**config.mk**
```make
export PLATFORM = sky130hd
export DESIGN_NAME = ufrm_datapath
export DESIGN_NICKNAME = d
export VERILOG_FILES = /design/src/rtl/core/ufrm_pkg.sv /design/src/rtl/core/ufrm_fifo.sv /design/src/rtl/core/ufrm_datapath.sv
export SDC_FILE = /design/constraint.sdc
export NUM_CORES = 1
export LEC_CHECK = 0
export CAP_MARGIN = 10
export CORE_UTILIZATION = 60
export CTS_BUF_LIST = sky130_fd_sc_hd__clkbuf_8
export DETAILED_ROUTE_END_ITERATION = 12
export DONT_BUFFER_PORTS = 1
export HOLD_SLACK_MARGIN = 0.08
export PLACE_DENSITY = 0.79
export SLEW_MARGIN = 20
export SYNTH_ARGS = -nofsm -noshare
export SYNTH_HDL_FRONTEND = slang
export SYNTH_HIERARCHICAL = 1
export SYNTH_SLANG_ARGS = --single-unit
```
**constraint.sdc**
```tcl
create_clock -name clk_i -period 4.2 [get_ports clk_i]
set_clock_uncertainty 0.15 [all_clocks]
set_input_delay 0.42 -clock clk_i [delete_from_list [all_inputs] [get_ports clk_i]]
set_output_delay 0.42 -clock clk_i [all_outputs]
set_load 0.02 [all_outputs]
```
**src/rtl/core/ufrm_pkg.sv**
```systemverilog
package ufrm_pkg;

  localparam int WordW  = 32;
  localparam int ByteW  = 8;
  localparam int LimitW = 5;
  localparam int ApbAddrW = 2;

  // Most results one drain transaction can give.
  localparam logic [LimitW-1:0] MaxResults = 5'd16;

  // Status bit positions.
  localparam int StatTxe  = 0;
  localparam int StatRxne = 1;

  // Configuration register byte address.
  localparam logic [ApbAddrW-1:0] RegAddrRxFaultMask = 2'd0;

  typedef enum logic [1:0] {
    OP_WRITE = 2'd0,
    OP_READ  = 2'd1,
    OP_RECV  = 2'd2,
    OP_DRAIN = 2'd3
  } op_e;

  typedef enum logic [1:0] {
    SEL_TX     = 2'd0,
    SEL_RX     = 2'd1,
    SEL_STATUS = 2'd2,
    SEL_IEN    = 2'd3
  } sel_e;

  // Commands from the controller to the datapath.
  typedef struct packed {
    logic exec;  // run the accepted transaction and load its first result
    logic step;  // pop one more transmit byte of a drain
    logic last;  // that step gives the final result
  } ufrm_cmd_t;

  // Status from the datapath to the controller.
  typedef struct packed {
    logic [3:0] extra;  // results beyond the first for the offered transaction
  } ufrm_sts_t;

endpackage

```
**src/rtl/core/ufrm_fifo.sv**
```systemverilog
module ufrm_fifo import ufrm_pkg::*; #(
  parameter int DEPTH = 16
) (
  input  logic             clk_i,
  input  logic             rst_ni,
  input  logic             push_i,
  input  logic [ByteW-1:0] push_data_i,
  input  logic             pop_i,
  output logic [ByteW-1:0] head_o
);

  localparam int AW = $clog2(DEPTH);
  localparam logic [AW-1:0] LastAddr = AW'(DEPTH - 1);

  logic [ByteW-1:0] mem [DEPTH];
  logic [AW-1:0]    wr_ptr_q, wr_ptr_d;
  logic [AW-1:0]    rd_ptr_q, rd_ptr_d;
  logic [ByteW-1:0] head_q;

  // Ring pointers wrap at the last entry.
  always_comb begin
    wr_ptr_d = wr_ptr_q;
    rd_ptr_d = rd_ptr_q;
    if (push_i) begin
      wr_ptr_d = (wr_ptr_q == LastAddr) ? '0 : wr_ptr_q + 1'b1;
    end
    if (pop_i) begin
      rd_ptr_d = (rd_ptr_q == LastAddr) ? '0 : rd_ptr_q + 1'b1;
    end
  end

  always_ff @(posedge clk_i or negedge rst_ni) begin
    if (!rst_ni) begin
      wr_ptr_q <= '0;
      rd_ptr_q <= '0;
    end else begin
      wr_ptr_q <= wr_ptr_d;
      rd_ptr_q <= rd_ptr_d;
    end
  end

  // Storage with a registered read of the next head entry; a write to that
  // entry in the same cycle is forwarded.
  always_ff @(posedge clk_i) begin
    if (push_i) begin
      mem[wr_ptr_q] <= push_data_i;
    end
    if (push_i && (wr_ptr_q == rd_ptr_d)) begin
      head_q <= push_data_i;
    end else begin
      head_q <= mem[rd_ptr_d];
    end
  end

  assign head_o = head_q;

endmodule

```
**src/rtl/core/ufrm_datapath.sv**
```systemverilog
module ufrm_datapath import ufrm_pkg::*; #(
  parameter int DEPTH = 16
) (
  input  logic              clk_i,
  input  logic              rst_ni,
  input  ufrm_cmd_t         cmd_i,
  output ufrm_sts_t         sts_o,
  input  logic [1:0]        opcode_i,
  input  logic [1:0]        reg_select_i,
  input  logic [WordW-1:0]  write_data_i,
  input  logic [ByteW-1:0]  rx_byte_i,
  input  logic [LimitW-1:0] drain_limit_i,
  input  logic [ByteW-1:0]  rx_fault_mask_i,
  output logic [WordW-1:0]  read_data_o,
  output logic [ByteW-1:0]  tx_byte_o,
  output logic              tx_valid_o,
  output logic              last_o,
  output logic              irq_pulse_o,
  output logic              tx_space_o,
  output logic              rx_ready_o
);

  localparam int FW = $clog2(DEPTH + 1);
  localparam int CW = (FW > LimitW) ? FW : LimitW;
  localparam logic [FW-1:0] FullCount = FW'(DEPTH);

  op_e  op;
  sel_e sel;

  logic [FW-1:0]    tx_fill_q, tx_fill_d;
  logic [FW-1:0]    rx_fill_q, rx_fill_d;
  logic [WordW-1:0] ien_q;
  logic [WordW-1:0] tx_word_q;
  logic [ByteW-1:0] tx_head, rx_head;

  logic             tx_full, rx_full, txe_cur, rxne_cur;
  logic             tx_push, tx_pop, rx_push, rx_pop;
  logic             is_drain, irq_src;
  logic [LimitW-1:0] limit_sat;
  logic [CW-1:0]    lim_ext, fill_ext, drain_n;
  logic [1:0]       st_new;
  logic [WordW-1:0] rd_word;

  logic [WordW-1:0] read_data_q;
  logic [ByteW-1:0] tx_byte_q;
  logic             tx_valid_q, last_q, irq_q, tx_space_q, rx_ready_q;

  assign op  = op_e'(opcode_i);
  assign sel = sel_e'(reg_select_i);

  // Current FIFO status.
  assign tx_full  = (tx_fill_q == FullCount);
  assign rx_full  = (rx_fill_q == FullCount);
  assign txe_cur  = !tx_full;
  assign rxne_cur = (rx_fill_q != '0);

  // Drain length: the saturated limit or the transmit fill, whichever is less.
  assign limit_sat = (drain_limit_i > MaxResults) ? MaxResults : drain_limit_i;
  assign lim_ext   = CW'(limit_sat);
  assign fill_ext  = CW'(tx_fill_q);
  assign drain_n   = (lim_ext < fill_ext) ? lim_ext : fill_ext;
  assign is_drain  = (op == OP_DRAIN);

  assign sts_o.extra = (is_drain && (drain_n > CW'(1))) ? 4'(drain_n - CW'(1)) : 4'd0;

  // FIFO strobes.
  assign tx_push = cmd_i.exec && (op == OP_WRITE) && (sel == SEL_TX) && !tx_full;
  assign rx_push = cmd_i.exec && (op == OP_RECV) && !rx_full;
  assign rx_pop  = cmd_i.exec && (op == OP_READ) && (sel == SEL_RX) && rxne_cur;
  assign tx_pop  = (cmd_i.exec && is_drain && (drain_n != '0)) || cmd_i.step;

  // Fill counts; a drain settles its whole count when it starts.
  always_comb begin
    tx_fill_d = tx_fill_q;
    rx_fill_d = rx_fill_q;
    if (tx_push) begin
      tx_fill_d = tx_fill_q + 1'b1;
    end else if (cmd_i.exec && is_drain) begin
      tx_fill_d = tx_fill_q - FW'(drain_n);
    end
    if (rx_push) begin
      rx_fill_d = rx_fill_q + 1'b1;
    end else if (rx_pop) begin
      rx_fill_d = rx_fill_q - 1'b1;
    end
  end

  // Status after the whole transaction and the interrupt check.
  always_comb begin
    st_new           = '0;
    st_new[StatTxe]  = (tx_fill_d != FullCount);
    st_new[StatRxne] = (rx_fill_d != '0);
  end

  assign irq_src = ((op == OP_WRITE) && (sel == SEL_TX)) || ((op == OP_RECV) && !rx_full);

  // Bus read mux.
  always_comb begin
    rd_word = '0;
    if (op == OP_READ) begin
      case (sel)
        SEL_TX:     rd_word = tx_word_q;
        SEL_RX:     rd_word = rxne_cur ? WordW'(rx_head) : '0;
        SEL_STATUS: rd_word = WordW'({rxne_cur, txe_cur});
        SEL_IEN:    rd_word = ien_q;
        default:    rd_word = '0;
      endcase
    end
  end

  // Control-side state.
  always_ff @(posedge clk_i or negedge rst_ni) begin
    if (!rst_ni) begin
      tx_fill_q <= '0;
      rx_fill_q <= '0;
      ien_q     <= '0;
      tx_word_q <= '0;
    end else begin
      tx_fill_q <= tx_fill_d;
      rx_fill_q <= rx_fill_d;
      if (cmd_i.exec && (op == OP_WRITE) && (sel == SEL_IEN)) begin
        ien_q <= write_data_i;
      end
      if (cmd_i.exec && (op == OP_WRITE) && (sel == SEL_TX)) begin
        tx_word_q <= write_data_i;
      end
    end
  end

  ufrm_fifo #(.DEPTH(DEPTH)) u_tx_fifo (
    .clk_i       (clk_i),
    .rst_ni      (rst_ni),
    .push_i      (tx_push),
    .push_data_i (write_data_i[ByteW-1:0]),
    .pop_i       (tx_pop),
    .head_o      (tx_head)
  );

  ufrm_fifo #(.DEPTH(DEPTH)) u_rx_fifo (
    .clk_i       (clk_i),
    .rst_ni      (rst_ni),
    .push_i      (rx_push),
    .push_data_i (rx_byte_i ^ rx_fault_mask_i),
    .pop_i       (rx_pop),
    .head_o      (rx_head)
  );

  // Result register; status bits stay from the start of a drain.
  always_ff @(posedge clk_i) begin
    if (cmd_i.exec) begin
      read_data_q <= rd_word;
      tx_valid_q  <= is_drain && (drain_n != '0);
      tx_byte_q   <= (is_drain && (drain_n != '0)) ? tx_head : '0;
      last_q      <= !(is_drain && (drain_n > CW'(1)));
      irq_q       <= irq_src && ((ien_q[1:0] & st_new) != 2'b00);
      tx_space_q  <= st_new[StatTxe];
      rx_ready_q  <= st_new[StatRxne];
    end else if (cmd_i.step) begin
      read_data_q <= '0;
      tx_valid_q  <= 1'b1;
      tx_byte_q   <= tx_head;
      last_q      <= cmd_i.last;
      irq_q       <= 1'b0;
    end
  end

  assign read_data_o = read_data_q;
  assign tx_byte_o   = tx_byte_q;
  assign tx_valid_o  = tx_valid_q;
  assign last_o      = last_q;
  assign irq_pulse_o = irq_q;
  assign tx_space_o  = tx_space_q;
  assign rx_ready_o  = rx_ready_q;

endmodule

```
# ---- Yosys cells after proc, flatten, opt, wreduce, memory -nomap -nowiden
# Memories as Yosys holds them, arrays and structs flattened. A register that Yosys moved wholly into a read port is not among the register bits.
# Cells that the tools add are included.
dict set report word_totals {
  ff_bits 135
  latchBits 0
  ram_bits 256
  mem_bits_ro 0
  in_bits 62
  elab_cells 103
  mem_count 2
}
dict set report op_classes {
  addsub 9
  multipliers 0
  n_div 0
  order_cmp 3
  eq_ne 13
  shift 0
  n_mux 31
  bitwise 2
  reduce_logical 28
}
# name words word_bits read_ports rd_clocked_by_memory_dff wr line_no
set memory_table {}
lappend memory_table {u_rx_fifo.mem 16 8 1 1 1 ufrm_fifo.sv:15} ;# logic [ByteW-1:0] mem [DEPTH];
lappend memory_table {u_tx_fifo.mem 16 8 1 1 1 ufrm_fifo.sv:15}
# operator count
set op_table {}
lappend op_table {{one-hot mux 32 bit (4 select lines)} 1}
lappend op_table {{2-to-1 mux 32 bit} 3}
lappend op_table {{2-to-1 mux 8 bit} 4}
lappend op_table {{2-to-1 mux 5 bit} 6}
lappend op_table {{2-to-1 mux 4 bit} 7}
lappend op_table {{adder 4 x 1 -> 4 bit, second input constant} 4}
lappend op_table {{equality test 4 bit, second input constant} 4}
lappend op_table {{logical AND 1 bit} 16}
lappend op_table {{nonzero test 5 bit} 3}
lappend op_table {{adder 5 x 1 -> 5 bit, second input constant} 2}
lappend op_table {{equality test 5 bit, second input constant} 2}
lappend op_table {{2-to-1 mux 1 bit} 10}
lappend op_table {{equality test 2 bit, second input constant} 4}
lappend op_table {{XOR 8 bit} 1}
lappend op_table {{> comparator 5 x 1 -> 1 bit, second input constant} 1}
lappend op_table {{> comparator 5 bit, second input constant} 1}
lappend op_table {{less-than comparator 5 bit} 1}
lappend op_table {{!= test 5 bit, second input constant} 1}
lappend op_table {{subtractor 5 x 1 -> 5 bit, second input constant} 1}
lappend op_table {{subtractor 5 bit} 1}
lappend op_table {{equality test 2 x 1 -> 1 bit, second input constant} 2}
lappend op_table {{zero test 2 bit} 2}
lappend op_table {{nonzero test 2 bit} 2}
lappend op_table {{subtractor 4 x 1 -> 4 bit, second input constant} 1}
lappend op_table {{other kinds (3)} 6}

# ---- Logic depth before layout (Yosys ltp)
# Gate-level depths: netlist of run 1.
dict set report logic_depth {
  ltp_word 12
  ltp_mapped 17
  mapped_depth_nobuf 16
}

# ---- Cells and area by module
# Netlist of run 1, hierarchy kept.
# module instances cells_per_inst area_each_um2 seq_area_each_um2
set by_module_without_submodules {}
lappend by_module_without_submodules {ufrm_fifo 2 271 5482.8 4124.0}
lappend by_module_without_submodules {ufrm_datapath 1 519 5746.8 3203.1}

# ---- Worst setup path before layout of run 1
# Ideal clock, no wire load.
dict set report synth_timing {
  path_type {input -> register}
  start {in drain_limit_i[4]}
  end {reg irq_q (netlist: irq_pulse_o) (data pin)}
  setup_time_ns 0.154
  t_arrival_ns 3.634
  required_time_ns 3.896
  slack_ns 0.261
  cell_stages 17
  n_path_buf 1
  cell_sequence {buf_6 > nand2b_1 > inv_1 > ha_1 > nor2_1 > a221oi_4 > nor3_4 > mux2_4 > ha_1 > inv_1 > ha_1 > inv_1 > o31ai_1 > a311o_1 > or3_1 > o211a_2 > a41oi_2}
}
dict set report synth_between {
  elab_chain_len 12
}
# element line_no
set synth_lines {}
lappend synth_lines {{from (decl)} ufrm_datapath.sv:12} ;# input logic [LimitW-1:0] drain_limit_i,
lappend synth_lines {{> comparator 5 bit} ufrm_datapath.sv:58} ;# assign limit_sat = (drain_limit_i > MaxResults) ? MaxResults : drain_limit_i;
lappend synth_lines {{2-to-1 mux 5 bit *} ufrm_datapath.sv:58}
lappend synth_lines {{less-than comparator 5 bit} ufrm_datapath.sv:61} ;# assign drain_n = (lim_ext < fill_ext) ? lim_ext : fill_ext;
lappend synth_lines {{2-to-1 mux 5 bit *} ufrm_datapath.sv:61}
lappend synth_lines {{subtractor 5 bit *} ufrm_datapath.sv:79} ;# tx_fill_d = tx_fill_q - FW'(drain_n);
lappend synth_lines {{2-to-1 mux 5 bit *} ufrm_datapath.sv:78} ;# end else if (cmd_i.exec && is_drain) begin
lappend synth_lines {{2-to-1 mux 5 bit *} ufrm_datapath.sv:76} ;# if (tx_push) begin
lappend synth_lines {{net tx_fill_d[4]} ufrm_datapath.sv:30} ;# logic [FW-1:0] tx_fill_q, tx_fill_d;
lappend synth_lines {{!= test 5 bit *} ufrm_datapath.sv:91} ;# st_new[StatTxe] = (tx_fill_d != FullCount);
lappend synth_lines {{bitwise AND 2 bit *} ufrm_datapath.sv:155} ;# irq_q <= irq_src && ((ien_q[1:0] & st_new) != 2'b00);
lappend synth_lines {{nonzero test 2 bit *} ufrm_datapath.sv:155}
lappend synth_lines {{logical AND 1 bit *} ufrm_datapath.sv:155}
lappend synth_lines {{2-to-1 mux 1 bit *} ufrm_datapath.sv:150} ;# if (cmd_i.exec) begin
lappend synth_lines {{to (signal assigned)} ufrm_datapath.sv:155}
lappend synth_lines {{to (decl)} ufrm_datapath.sv:46} ;# logic tx_valid_q, last_q, irq_q, tx_space_q, rx_ready_q;
# The timed path passes the listed nets; every way through them passes the cells marked *.
# A chain may end at the register's enable or synchronous reset.

==> impl_metrics.env, run 1 <==
export IMPL_synth_top_cells_by_count="301 x edfxtp_1, 147 x nand2_1, 90 x dfrtp_1"
export IMPL_area_delta_synth_final_pct=12.8
export IMPL_critical_path_cell_chain="inv_1, ha_1, nor2_2, a221oi_4, nor3_4, mux2_4, or3_1, nor3b_1, a211oi_2"
export IMPL_die_height_microns=169
export IMPL_finish_net_count=1237
export IMPL_min_period_over_period=0.960
export IMPL_grt_total_usage=0.250
export IMPL_grt_first_pass_wirelength_microns=53600
export IMPL_worst_hold_margin_ps=120
export IMPL_wire_per_inst_microns=22.4
export IMPL_cell_rows=60
export IMPL_netlist_top_cells_area="edfxtp_1 54%, dfrtp_1 13%, mux4_2 4.9%, mux4_1 4.4%, nand2_1 3.3%"
export IMPL_cp_start_kind="flop"
export IMPL_initial_core_util=0.617
export IMPL_dp_hpwl_microns=21200
export IMPL_die_area_sq_mm=0.0285
export IMPL_globalRoute_busiestLayer="met2"
export IMPL_vias=9612
export IMPL_async_reset_ff_frac=0.226
export IMPL_worstHoldEndpoint="u_rx_fifo/rd_ptr_q[2]"
export IMPL_final_setup_worst_slack_ps=167
export IMPL_maxSlewViolCount=0
export IMPL_setup_violations_final=0
export IMPL_clock_sinks=399
export IMPL_synthesis_area_sq_mm=0.0167
export IMPL_origin_of_the_worst_min_delay_path="opcode_i[1]"
export IMPL_grt_antenna_before_repair=1
export IMPL_clk_path_buf_depth=3
export IMPL_synthDistinctLibCells=71
export IMPL_cts_setup_buffers=0
export IMPL_yosys_most_used_dff="edfxtp_1"
export IMPL_ratio_of_cells_with_drive_above_1_in_the_final_layout=0.168
export IMPL_element_type_at_the_critical_path_end="output pin"
export IMPL_worst_endpoint_required_ps=3630
export IMPL_fillCellCount=1717
export IMPL_worst_path_max_fanout=10
export IMPL_synth_enable_flop_cells=301
export IMPL_endpoints_failing_hold=0
export IMPL_worst_skew_pair_late_latency_ps=600
export IMPL_syn_inst=1061
export IMPL_dp_worst_setup_slack_ps=280
export IMPL_synth_seq_area_share=0.685
export IMPL_post_drt_via_cell_ratio=6.10
export IMPL_via_count_of_the_first_global_routing_pass=9580
export IMPL_worst_tran_pin_value_ps=1000
export IMPL_rr_startpoint="fill_ext[1]"
export IMPL_netlist_area_leader_share=0.541
export IMPL_status="complete, no violations"
export IMPL_std_cell_core_area_sq_mm=0.0271
export IMPL_syn_avg_cell_area_sq_um=15.8
export IMPL_cts_buffers=60
export IMPL_grt_max_degree=91
export IMPL_synth_most_common_cell="edfxtp_1"
export IMPL_fin_cells=1577
export IMPL_drt_pass1_iterations=5
export IMPL_die_width_microns=169
export IMPL_htreeDepth=2
export IMPL_worst_path_largest_cell_delay_ps=530
export IMPL_achievable_frequency_ghz=0.248
export IMPL_min_delay_path_class="in -> reg"
export IMPL_global_route_usage_met1=0.343
export IMPL_first_iter_violations=895
export IMPL_io_pins=111
export IMPL_clock_tree_from_tritoncts="done"
export IMPL_postLayoutCoreUtil=0.695
export IMPL_io_buffers=0
export IMPL_layout_cell_area_non_filler_sq_mm=0.0188
export IMPL_drt_total_wl_microns=35400
export IMPL_mappedNetlistNets=1143
export IMPL_grt_setup_unrepaired="no"
export IMPL_cap_viol_max_count=0
export IMPL_detailed_place_area_sq_mm=0.0171
export IMPL_design_power_total_mw=10.4
export IMPL_cts_root_buf="clkbuf_8"
export IMPL_setup_reg_to_reg_worst_slack_ps=330
export IMPL_min_period_ps=4030
export IMPL_timing_hold_worst_path_depth=4
export IMPL_routabilityCongestion=0.898
export IMPL_timing_setup_tns_ps=0
export IMPL_worst_setup_path_type="reg -> out"
export IMPL_route_detailed_drc=0
export IMPL_yosys_warnings=6
export IMPL_globalRouteOverflowTotal=0
export IMPL_maxSlewHeadroom=0.333
export IMPL_count_of_state_elements_after_synthesis=399
export IMPL_power_density_relative_to_cell_area_mw_per_mm2=551
export IMPL_vdd_drop_max_uv=341
export IMPL_timing_critical_path_arrival_ps=3460
export IMPL_crit_reg2reg_capture="irq_pulse_o"
export IMPL_worst_path_max_delay_cell="dfrtp_1"
export IMPL_clk_pin_slew_ps=60
export IMPL_final_antenna_net_count=0
export IMPL_worst_r2r_path_depth=15
export IMPL_number_of_instances_in_the_placed_design=1407
export IMPL_yosys_area_top_type="edfxtp_1"
export IMPL_leakagePower_nw=6.91
export IMPL_grt_use_met3=0.0500
export IMPL_grt_met2_use=0.409
[logic make-up after synthesis]
group,count (synthesis),synth area share
flops,399,0.685
compound gates,128,0.0584
mux,108,0.122
simple gates,319,0.0879
fa+ha+maj,20,0.0150
buf+inv,68,0.0216
xor+xnor,19,0.00996
[cell usage in the layout, fill, tap and decap left out, types with 36 or more instances in the layout]
cell type      count
a22oi_1           57
clkbuf_8          62
dfrtp_1           90
dlygate4sd3_1     57
edfxtp_1         301
inv_1             37
mux2_2            37
mux4_2            36
nand2_1          147
nor2_1            77
[metal layers]
| metal | vias up | wire (microns) |
|---|---|---|
| met5 | - | 11 |
| met4 | 2 | 770 |
| met3 | 71 | 2900 |
| met2 | 443 | 17200 |
| met1 | 4828 | 14500 |
| li1 | 4268 | - |
[registers in the layout (all words and copies together), names as in the netlist, 4 cells and up, named ones only]
register,flops
tx_byte_o,8
u_tx_fifo/rd_ptr_q,4
u_rx_fifo/wr_ptr_q,4
rx_fill_q,5
ien_q,32
u_tx_fifo/wr_ptr_q,4
tx_word_q,32
u_rx_fifo/mem,128
u_tx_fifo/mem,128
fill_ext,5
u_rx_fifo/rd_ptr_q,4
read_data_o,32
[worst max-delay path, delay by kind of cell (launching register included)]
family | cells | cell delay [ps]
and+or+nand+nor | 4 | 930
buffers and inverters | 1 | 200
AOI/OAI and AO/OA | 2 | 510
muxes | 1 | 360
adders and majority gates | 1 | 350
DFF | 1 | 530
[area by class of cell]
type                    count  area, sq um  share of cell area
multi-input cells         594         4960               0.263
clock buffers              62          853              0.0453
diodes                      1         2.50            0.000133
well taps                 372          465              0.0247
inverters                  17         63.8             0.00339
repair buffers             83          786              0.0417
clock inverters            49          262              0.0139
flip-flops and latches    399        11500               0.608
[report_power, final]
group	internal, mW	total, mW	switching, mW	leakage, nW
Combinational	1.11	2.28	1.17	2.29
Sequential	4.66	5.19	0.530	3.98
Clock	1.49	2.92	1.43	0.644
[worst max-delay path by stage]
stage	cells past startpoint	startpoint	endpoint	slack, ps
finish	9	fill_ext[1]	sts_o[2]	170
global route	9	fill_ext[1]	sts_o[2]	9
CTS	9	fill_ext[1]	sts_o[2]	50
detailed placement	15	fill_ext[1]	irq_pulse_o	280
global placement	15	fill_ext[1]	irq_pulse_o	390
floorplan	17	drain_limit_i[4]	irq_pulse_o	260
[what timing repair did]
action,in CTS,in global routing
endpoints found under the hold margin,295,99
resized for setup,0,1
endpoints found under the setup margin,0,2
hold buffers,41,17
Power figures use the tool's default switching activity.
==> inputs of run 2 (changes only) <==
- CORE_UTILIZATION: 60 -> 59
- PLACE_DENSITY: 0.79 -> 0.78
- SYNTH_HIERARCHICAL: 1 -> unset
==> run 2 against run 1 <==
Synthesized area fell by 1.1%. First-iteration DRC count down 20%. Cell count shrank 8.1%. Critical endpoint is now irq_pulse_o. Critical path depth is 7 higher. Critical path type is now reg -> reg. Register-to-register slack worse by 40 ps. Synthesized cell count down 11%. Non-clock buffer count fell by 16. Highest routed layer is now met4. Sequential power shrank 1%.
==> impl_metrics.env, run 2 <==
export IMPL_status="complete, no violations"
export IMPL_drt_total_wl_microns=33100
export IMPL_crit_path_start="fill_ext[4]"
export IMPL_maxSlewHeadroom=0.267
export IMPL_postLayoutCoreUtil=0.687
export IMPL_count_of_state_elements_after_synthesis=399
export IMPL_htreeDepth=2
export IMPL_achievable_frequency_ghz=0.256
export IMPL_synth_most_common_cell="edfxtp_1"
export IMPL_worst_setup_path_type="reg -> reg"
export IMPL_wire_per_inst_microns=22.8
export IMPL_yosys_warnings=0
export IMPL_worst_path_max_fanout=8
export IMPL_die_height_microns=169
export IMPL_final_seq_area_sq_mm=0.0115
export IMPL_via_count_of_the_first_global_routing_pass=9104
export IMPL_syn_avg_cell_area_sq_um=17.6
export IMPL_min_period_over_period=0.930
export IMPL_netlist_top_cells_area="edfxtp_1 55%, dfrtp_1 14%, mux4_2 11%, mux2_2 4.6%, ha_1 1.5%"
export IMPL_synthDistinctLibCells=71
export IMPL_biggestRegsByFlops="u_rx_fifo.mem (128), u_tx_fifo.mem (128)"
export IMPL_cp_start_kind="flop"
export IMPL_origin_of_the_worst_min_delay_path="opcode_i[1]"
export IMPL_yosys_area_top_type="edfxtp_1"
export IMPL_mappedNetlistNets=1021
export IMPL_synth_enable_flop_cells=301
export IMPL_synth_seq_area_share=0.693
export IMPL_vdd_drop_max_uv=390
export IMPL_worst_tran_pin_value_ps=1100
export IMPL_ratio_of_cells_with_drive_above_1_in_the_final_layout=0.266
export IMPL_element_type_at_the_critical_path_end="flop"
export IMPL_leakagePower_nw=6.66
export IMPL_finish_net_count=1108
export IMPL_globalRouteOverflowTotal=0
export IMPL_initial_core_util=0.607
export IMPL_min_delay_path_class="in -> reg"
export IMPL_syn_inst=939
export IMPL_setup_violations_final=0
export IMPL_die_area_sq_mm=0.0287
export IMPL_dp_worst_setup_slack_ps=110
export IMPL_clk_pin_slew_ps=60
export IMPL_std_cell_core_area_sq_mm=0.0273
export IMPL_die_width_microns=169
export IMPL_timing_setup_tns_ps=0
export IMPL_mostFrequentLayoutCells="301 x edfxtp_1, 90 x dfrtp_1, 80 x mux4_2"
export IMPL_async_reset_ff_frac=0.226
export IMPL_clock_sinks=399
export IMPL_endpoints_failing_hold=0
export IMPL_vias=8714
export IMPL_grt_first_pass_wirelength_microns=51600
export IMPL_clk_path_buf_depth=3
export IMPL_dp_hpwl_microns=20400
export IMPL_worst_skew_pair_late_latency_ps=610
export IMPL_fillCellCount=1764
export IMPL_netlist_area_leader_share=0.547
export IMPL_count_of_hold_fix_buffers_inserted_at_cts=41
export IMPL_min_period_ps=3910
export IMPL_cts_repair_resize_count=0
export IMPL_final_antenna_net_count=0
export IMPL_drt_pass1_iterations=7
export IMPL_rr_startpoint="fill_ext[4]"
export IMPL_grt_antenna_before_repair=2
export IMPL_io_pins=111
export IMPL_yosys_most_used_dff="edfxtp_1"
export IMPL_cts_setup_buffers=0
export IMPL_grt_total_usage=0.241
export IMPL_grt_max_degree=91
export IMPL_final_setup_worst_slack_ps=295
export IMPL_first_iter_violations=714
export IMPL_layout_cell_area_non_filler_sq_mm=0.0187
export IMPL_detailed_place_area_sq_mm=0.0170
export IMPL_route_detailed_drc=0
export IMPL_clock_tree_from_tritoncts="done"
export IMPL_cts_root_buf="clkbuf_8"
export IMPL_worst_endpoint_required_ps=4390
export IMPL_routabilityCongestion=0.789
export IMPL_cap_viol_max_count=0
export IMPL_io_buffers=0
export IMPL_area_delta_synth_final_pct=13.2
export IMPL_maxSlewViolCount=0
export IMPL_grt_setup_unrepaired="no"
export IMPL_synth_top_cells_by_count="301 x edfxtp_1, 90 x dfrtp_1, 80 x mux4_2"
export IMPL_timing_critical_path_arrival_ps=4100
export IMPL_post_drt_via_cell_ratio=6.01
export IMPL_synthesis_area_sq_mm=0.0165
export IMPL_cell_rows=60
export IMPL_multi_input_area_sq_mm=0.00486
export IMPL_most_frequent_standard_cell_in_the_layout_excluding_fill_and_tap_cells="edfxtp_1"
export IMPL_cts_buffers=61
export IMPL_power_density_relative_to_cell_area_mw_per_mm2=567
-- run 2: power breakdown --
group / switching (mW) / leakage [nW] / internal [mW]
clock: 1.47 / 0.709 / 1.66
sequential: 0.462 / 3.96 / 4.68
combinational: 1.08 / 1.99 / 1.25
-- run 2: path summary, 6_finish.rpt --
path	endpoint	slack, ps	depth (start not counted)
worst max-delay path	irq_pulse_o	290	16
worst min-delay path	rx_fill_q[4]	140	3
worst max register to register	irq_pulse_o	290	16
worst min register to register	ien_q[8]	350	1
max in group asynchronous	u_rx_fifo.wr_ptr_q[2]	3190	2
min in group asynchronous	tx_word_q[31]	270	2
-- run 2: critical path, stage by stage, from the launching register on --
cell	delay [ps]
dfrtp_1	470
inv_1	140
ha_1	390
nand2_1	190
o21ai_4	210
mux2_4	360
inv_2	70
ha_1	140
inv_1	70
ha_1	190
a41oi_1	170
o31ai_1	130
xor2_1	190
o221a_2	290
nor4_4	240
a21boi_1	110
o22a_1	170
-- run 2: final cells by class --
class,instances,share of cell area
Inverter,18,0.00361
Timing Repair Buffer,67,0.0344
Tap cell,372,0.0249
Clock buffer,74,0.0544
Multi-Input combinational cell,479,0.260
Sequential cell,399,0.612
Antenna cell,2,0.000268
Clock inverter,38,0.0106
-- run 2: kinds of logic (layout without fill, tap and decap cells) --
kind of cell | after synthesis | in the layout | synth area share
AOI/OAI and AO/OA | 97 | 97 | 0.0433
xor gates and xnor gates | 19 | 19 | 0.0101
adders and majority gates | 20 | 20 | 0.0151
buffers and inverters | 61 | 197 | 0.0150
DFF | 399 | 399 | 0.693
muxes | 159 | 159 | 0.162
other | 0 | 2 | 0
and+or+nand+nor | 184 | 184 | 0.0613
-- run 2: routing by layer --
layer / track usage / wire (microns) / up-vias
met5: 0 / 0 / -
met4: 0.101 / 1070 / 0
met3: 0.0424 / 1610 / 73
met2: 0.403 / 17000 / 278
met1: 0.313 / 13400 / 4467
li1: - / - / 3896
-- run 2: through the flow --
stage	cells	hold WS (ps)	power (mW)
after floorplan	939	-25.6	6.94
after global placement	1286	-18.2	7.42
after detailed placement	1286	-18.4	7.47
after CTS	1439	114	10.7
after global routing	1449	128	11.1
final	1449	138	10.6
==> inputs of run 3 (changes only) <==
- PLACE_DENSITY: 0.78 -> 0.77
==> run 3 against run 2 <==
Via count decreased by 0.67%. Sequential share of layout area increased by 0.35 points. Sequential power increased by 1%. Global-route usage decreased by 0.56 points. Maximum frequency increased by 0.27%. Clock power decreased by 8.3%. Critical endpoint unchanged.
==> impl_metrics.env, run 3 (same netlist as run 2, synthesis figures left out) <==
export IMPL_biggestRegsByFlops="u_rx_fifo.mem (128), u_tx_fifo.mem (128)"
export IMPL_grt_first_pass_wirelength_microns=50800
export IMPL_cap_viol_max_count=0
export IMPL_postLayoutCoreUtil=0.683
export IMPL_endpoints_failing_hold=0
export IMPL_status="complete, no violations"
export IMPL_pwr_share_seq=0.503
export IMPL_achievable_frequency_ghz=0.257
export IMPL_worst_skew_pair_late_latency_ps=610
export IMPL_drt_total_wl_microns=32100
export IMPL_worst_path_max_fanout=5
export IMPL_dp_hpwl_microns=20000
export IMPL_die_area_sq_mm=0.0287
export IMPL_leakagePower_nw=6.58
export IMPL_pwr_share_clk=0.278
export IMPL_wire_per_inst_microns=22.1
export IMPL_die_width_microns=169
export IMPL_power_switching_mw=3.00
export IMPL_std_cell_core_area_sq_mm=0.0273
export IMPL_worst_r2r_path_depth=18
export IMPL_setup_violations_final=0
export IMPL_cp_start_kind="flop"
export IMPL_route_detailed_drc=0
export IMPL_vdd_drop_max_uv=295
export IMPL_die_height_microns=169
export IMPL_p_int_mw=7.35
export IMPL_most_frequent_standard_cell_in_the_layout_excluding_fill_and_tap_cells="edfxtp_1"
export IMPL_comb_power_share=0.219
export IMPL_min_period_ps=3890
export IMPL_io_buffers=0
export IMPL_globalRouteOverflowTotal=0
export IMPL_grt_antenna_before_repair=2
export IMPL_cts_buffers=60
export IMPL_cell_rows=60
export IMPL_design_power_total_mw=10.3
export IMPL_clk_pin_slew_ps=60
export IMPL_cts_repair_resize_count=0
export IMPL_count_of_hold_fix_buffers_inserted_at_cts=42
export IMPL_final_antenna_net_count=0
export IMPL_post_drt_via_cell_ratio=5.97
export IMPL_min_delay_path_class="in -> reg"
export IMPL_setup_reg_to_reg_worst_slack_ps=310
export IMPL_ratio_of_cells_with_drive_above_1_in_the_final_layout=0.258
export IMPL_layout_cell_area_non_filler_sq_mm=0.0186
export IMPL_timing_critical_path_arrival_ps=4090
export IMPL_io_pins=111
export IMPL_element_type_at_the_critical_path_end="flop"
export IMPL_cts_setup_buffers=0
export IMPL_power_density_relative_to_cell_area_mw_per_mm2=556
export IMPL_clk_path_buf_depth=3
export IMPL_area_delta_synth_final_pct=12.5
export IMPL_grt_max_degree=91
export IMPL_finish_net_count=1108
export IMPL_vias=8656
export IMPL_origin_of_the_worst_min_delay_path="reg_select_i[1]"
export IMPL_power_switching_fraction=0.290
export IMPL_grt_total_usage=0.235
export IMPL_timing_hold_worst_path_depth=3
export IMPL_number_of_instances_in_the_placed_design=1287
export IMPL_min_period_over_period=0.927
export IMPL_worstHoldEndpoint="read_data_o[1]"
export IMPL_htreeDepth=2
export IMPL_first_iter_violations=778
export IMPL_timing_setup_tns_ps=0
export IMPL_worst_tran_pin_value_ps=1070
export IMPL_fillCellCount=1816
export IMPL_clock_sinks=399
export IMPL_maxSlewViolCount=0
export IMPL_worst_hold_margin_ps=137
export IMPL_worst_setup_path_type="reg -> reg"
export IMPL_routabilityCongestion=0.814
export IMPL_final_setup_worst_slack_ps=305
export IMPL_initial_core_util=0.607
export IMPL_dp_worst_setup_slack_ps=115
export IMPL_drt_pass1_iterations=5
export IMPL_rr_startpoint="fill_ext[1]"
export IMPL_maxSlewHeadroom=0.281
export IMPL_via_count_of_the_first_global_routing_pass=8952
export IMPL_clock_tree_from_tritoncts="done"
export IMPL_fin_cells=1451
export IMPL_grt_setup_unrepaired="no"
export IMPL_cts_root_buf="clkbuf_8"
export IMPL_mostFrequentLayoutCells="301 x edfxtp_1, 90 x dfrtp_1, 80 x mux4_2"
export IMPL_detailed_place_area_sq_mm=0.0170
export IMPL_worst_endpoint_required_ps=4390
export IMPL_crit_reg2reg_capture="irq_pulse_o"
## run 3: routing by layer
metal | vias up | track usage | part of all wire
li1 | 3880 | - | -
met1 | 4456 | 0.313 | 0.42
met2 | 270 | 0.397 | 0.51
met3 | 50 | 0.0417 | 0.055
met4 | 0 | 0.0744 | 0.021
met5 | - | 0 | 0
## run 3: power groups by stage
stage / Combinational [mW] / Clock [mW] / Sequential [mW]
2_1_floorplan: 1.91 / 0 / 5.02
3_3_place_gp: 2.15 / 0 / 5.27
3_5_place_dp: 2.18 / 0 / 5.29
4_1_cts: 2.27 / 2.93 / 5.21
5_1_grt: 2.46 / 3.09 / 5.28
6_report: 2.27 / 2.87 / 5.21
## run 3: worst max path at each step
stage	from	endpoint	slack [ps]	depth (start not counted)
floorplan	drain_limit_i[4]	irq_pulse_o	150	20
global placement	drain_limit_i[4]	irq_pulse_o	130	19
detailed placement	drain_limit_i[4]	irq_pulse_o	110	19
CTS	fill_ext[1]	irq_pulse_o	340	18
global route	fill_ext[1]	irq_pulse_o	70	18
finish	fill_ext[1]	irq_pulse_o	310	18
## run 3: critical path, cell delays in order, from the launching register on
cell and delay [ps]:
dfrtp_1 380, inv_1 100, ha_1 200, nor2_1 100
a221oi_2 350, nor2_1 130, o21ai_4 150, mux2_4 360
inv_2 70, ha_1 130, inv_1 60, ha_1 190
a41oi_1 150, o31ai_1 130, xor2_1 190, o221a_2 300
nor4_4 260, a21boi_1 110, o22a_1 150
## run 3: area by class of cell
type | instances | area, sq um | share of cell area
Antenna cell | 2 | 5.00 | 0.000269
Clock buffer | 64 | 881 | 0.0474
Clock inverter | 49 | 216 | 0.0116
Inverter | 18 | 67.6 | 0.00363
Multi-Input combinational cell | 479 | 4860 | 0.261
Sequential cell | 399 | 11500 | 0.616
Tap cell | 372 | 465 | 0.0250
Timing Repair Buffer | 68 | 651 | 0.0350
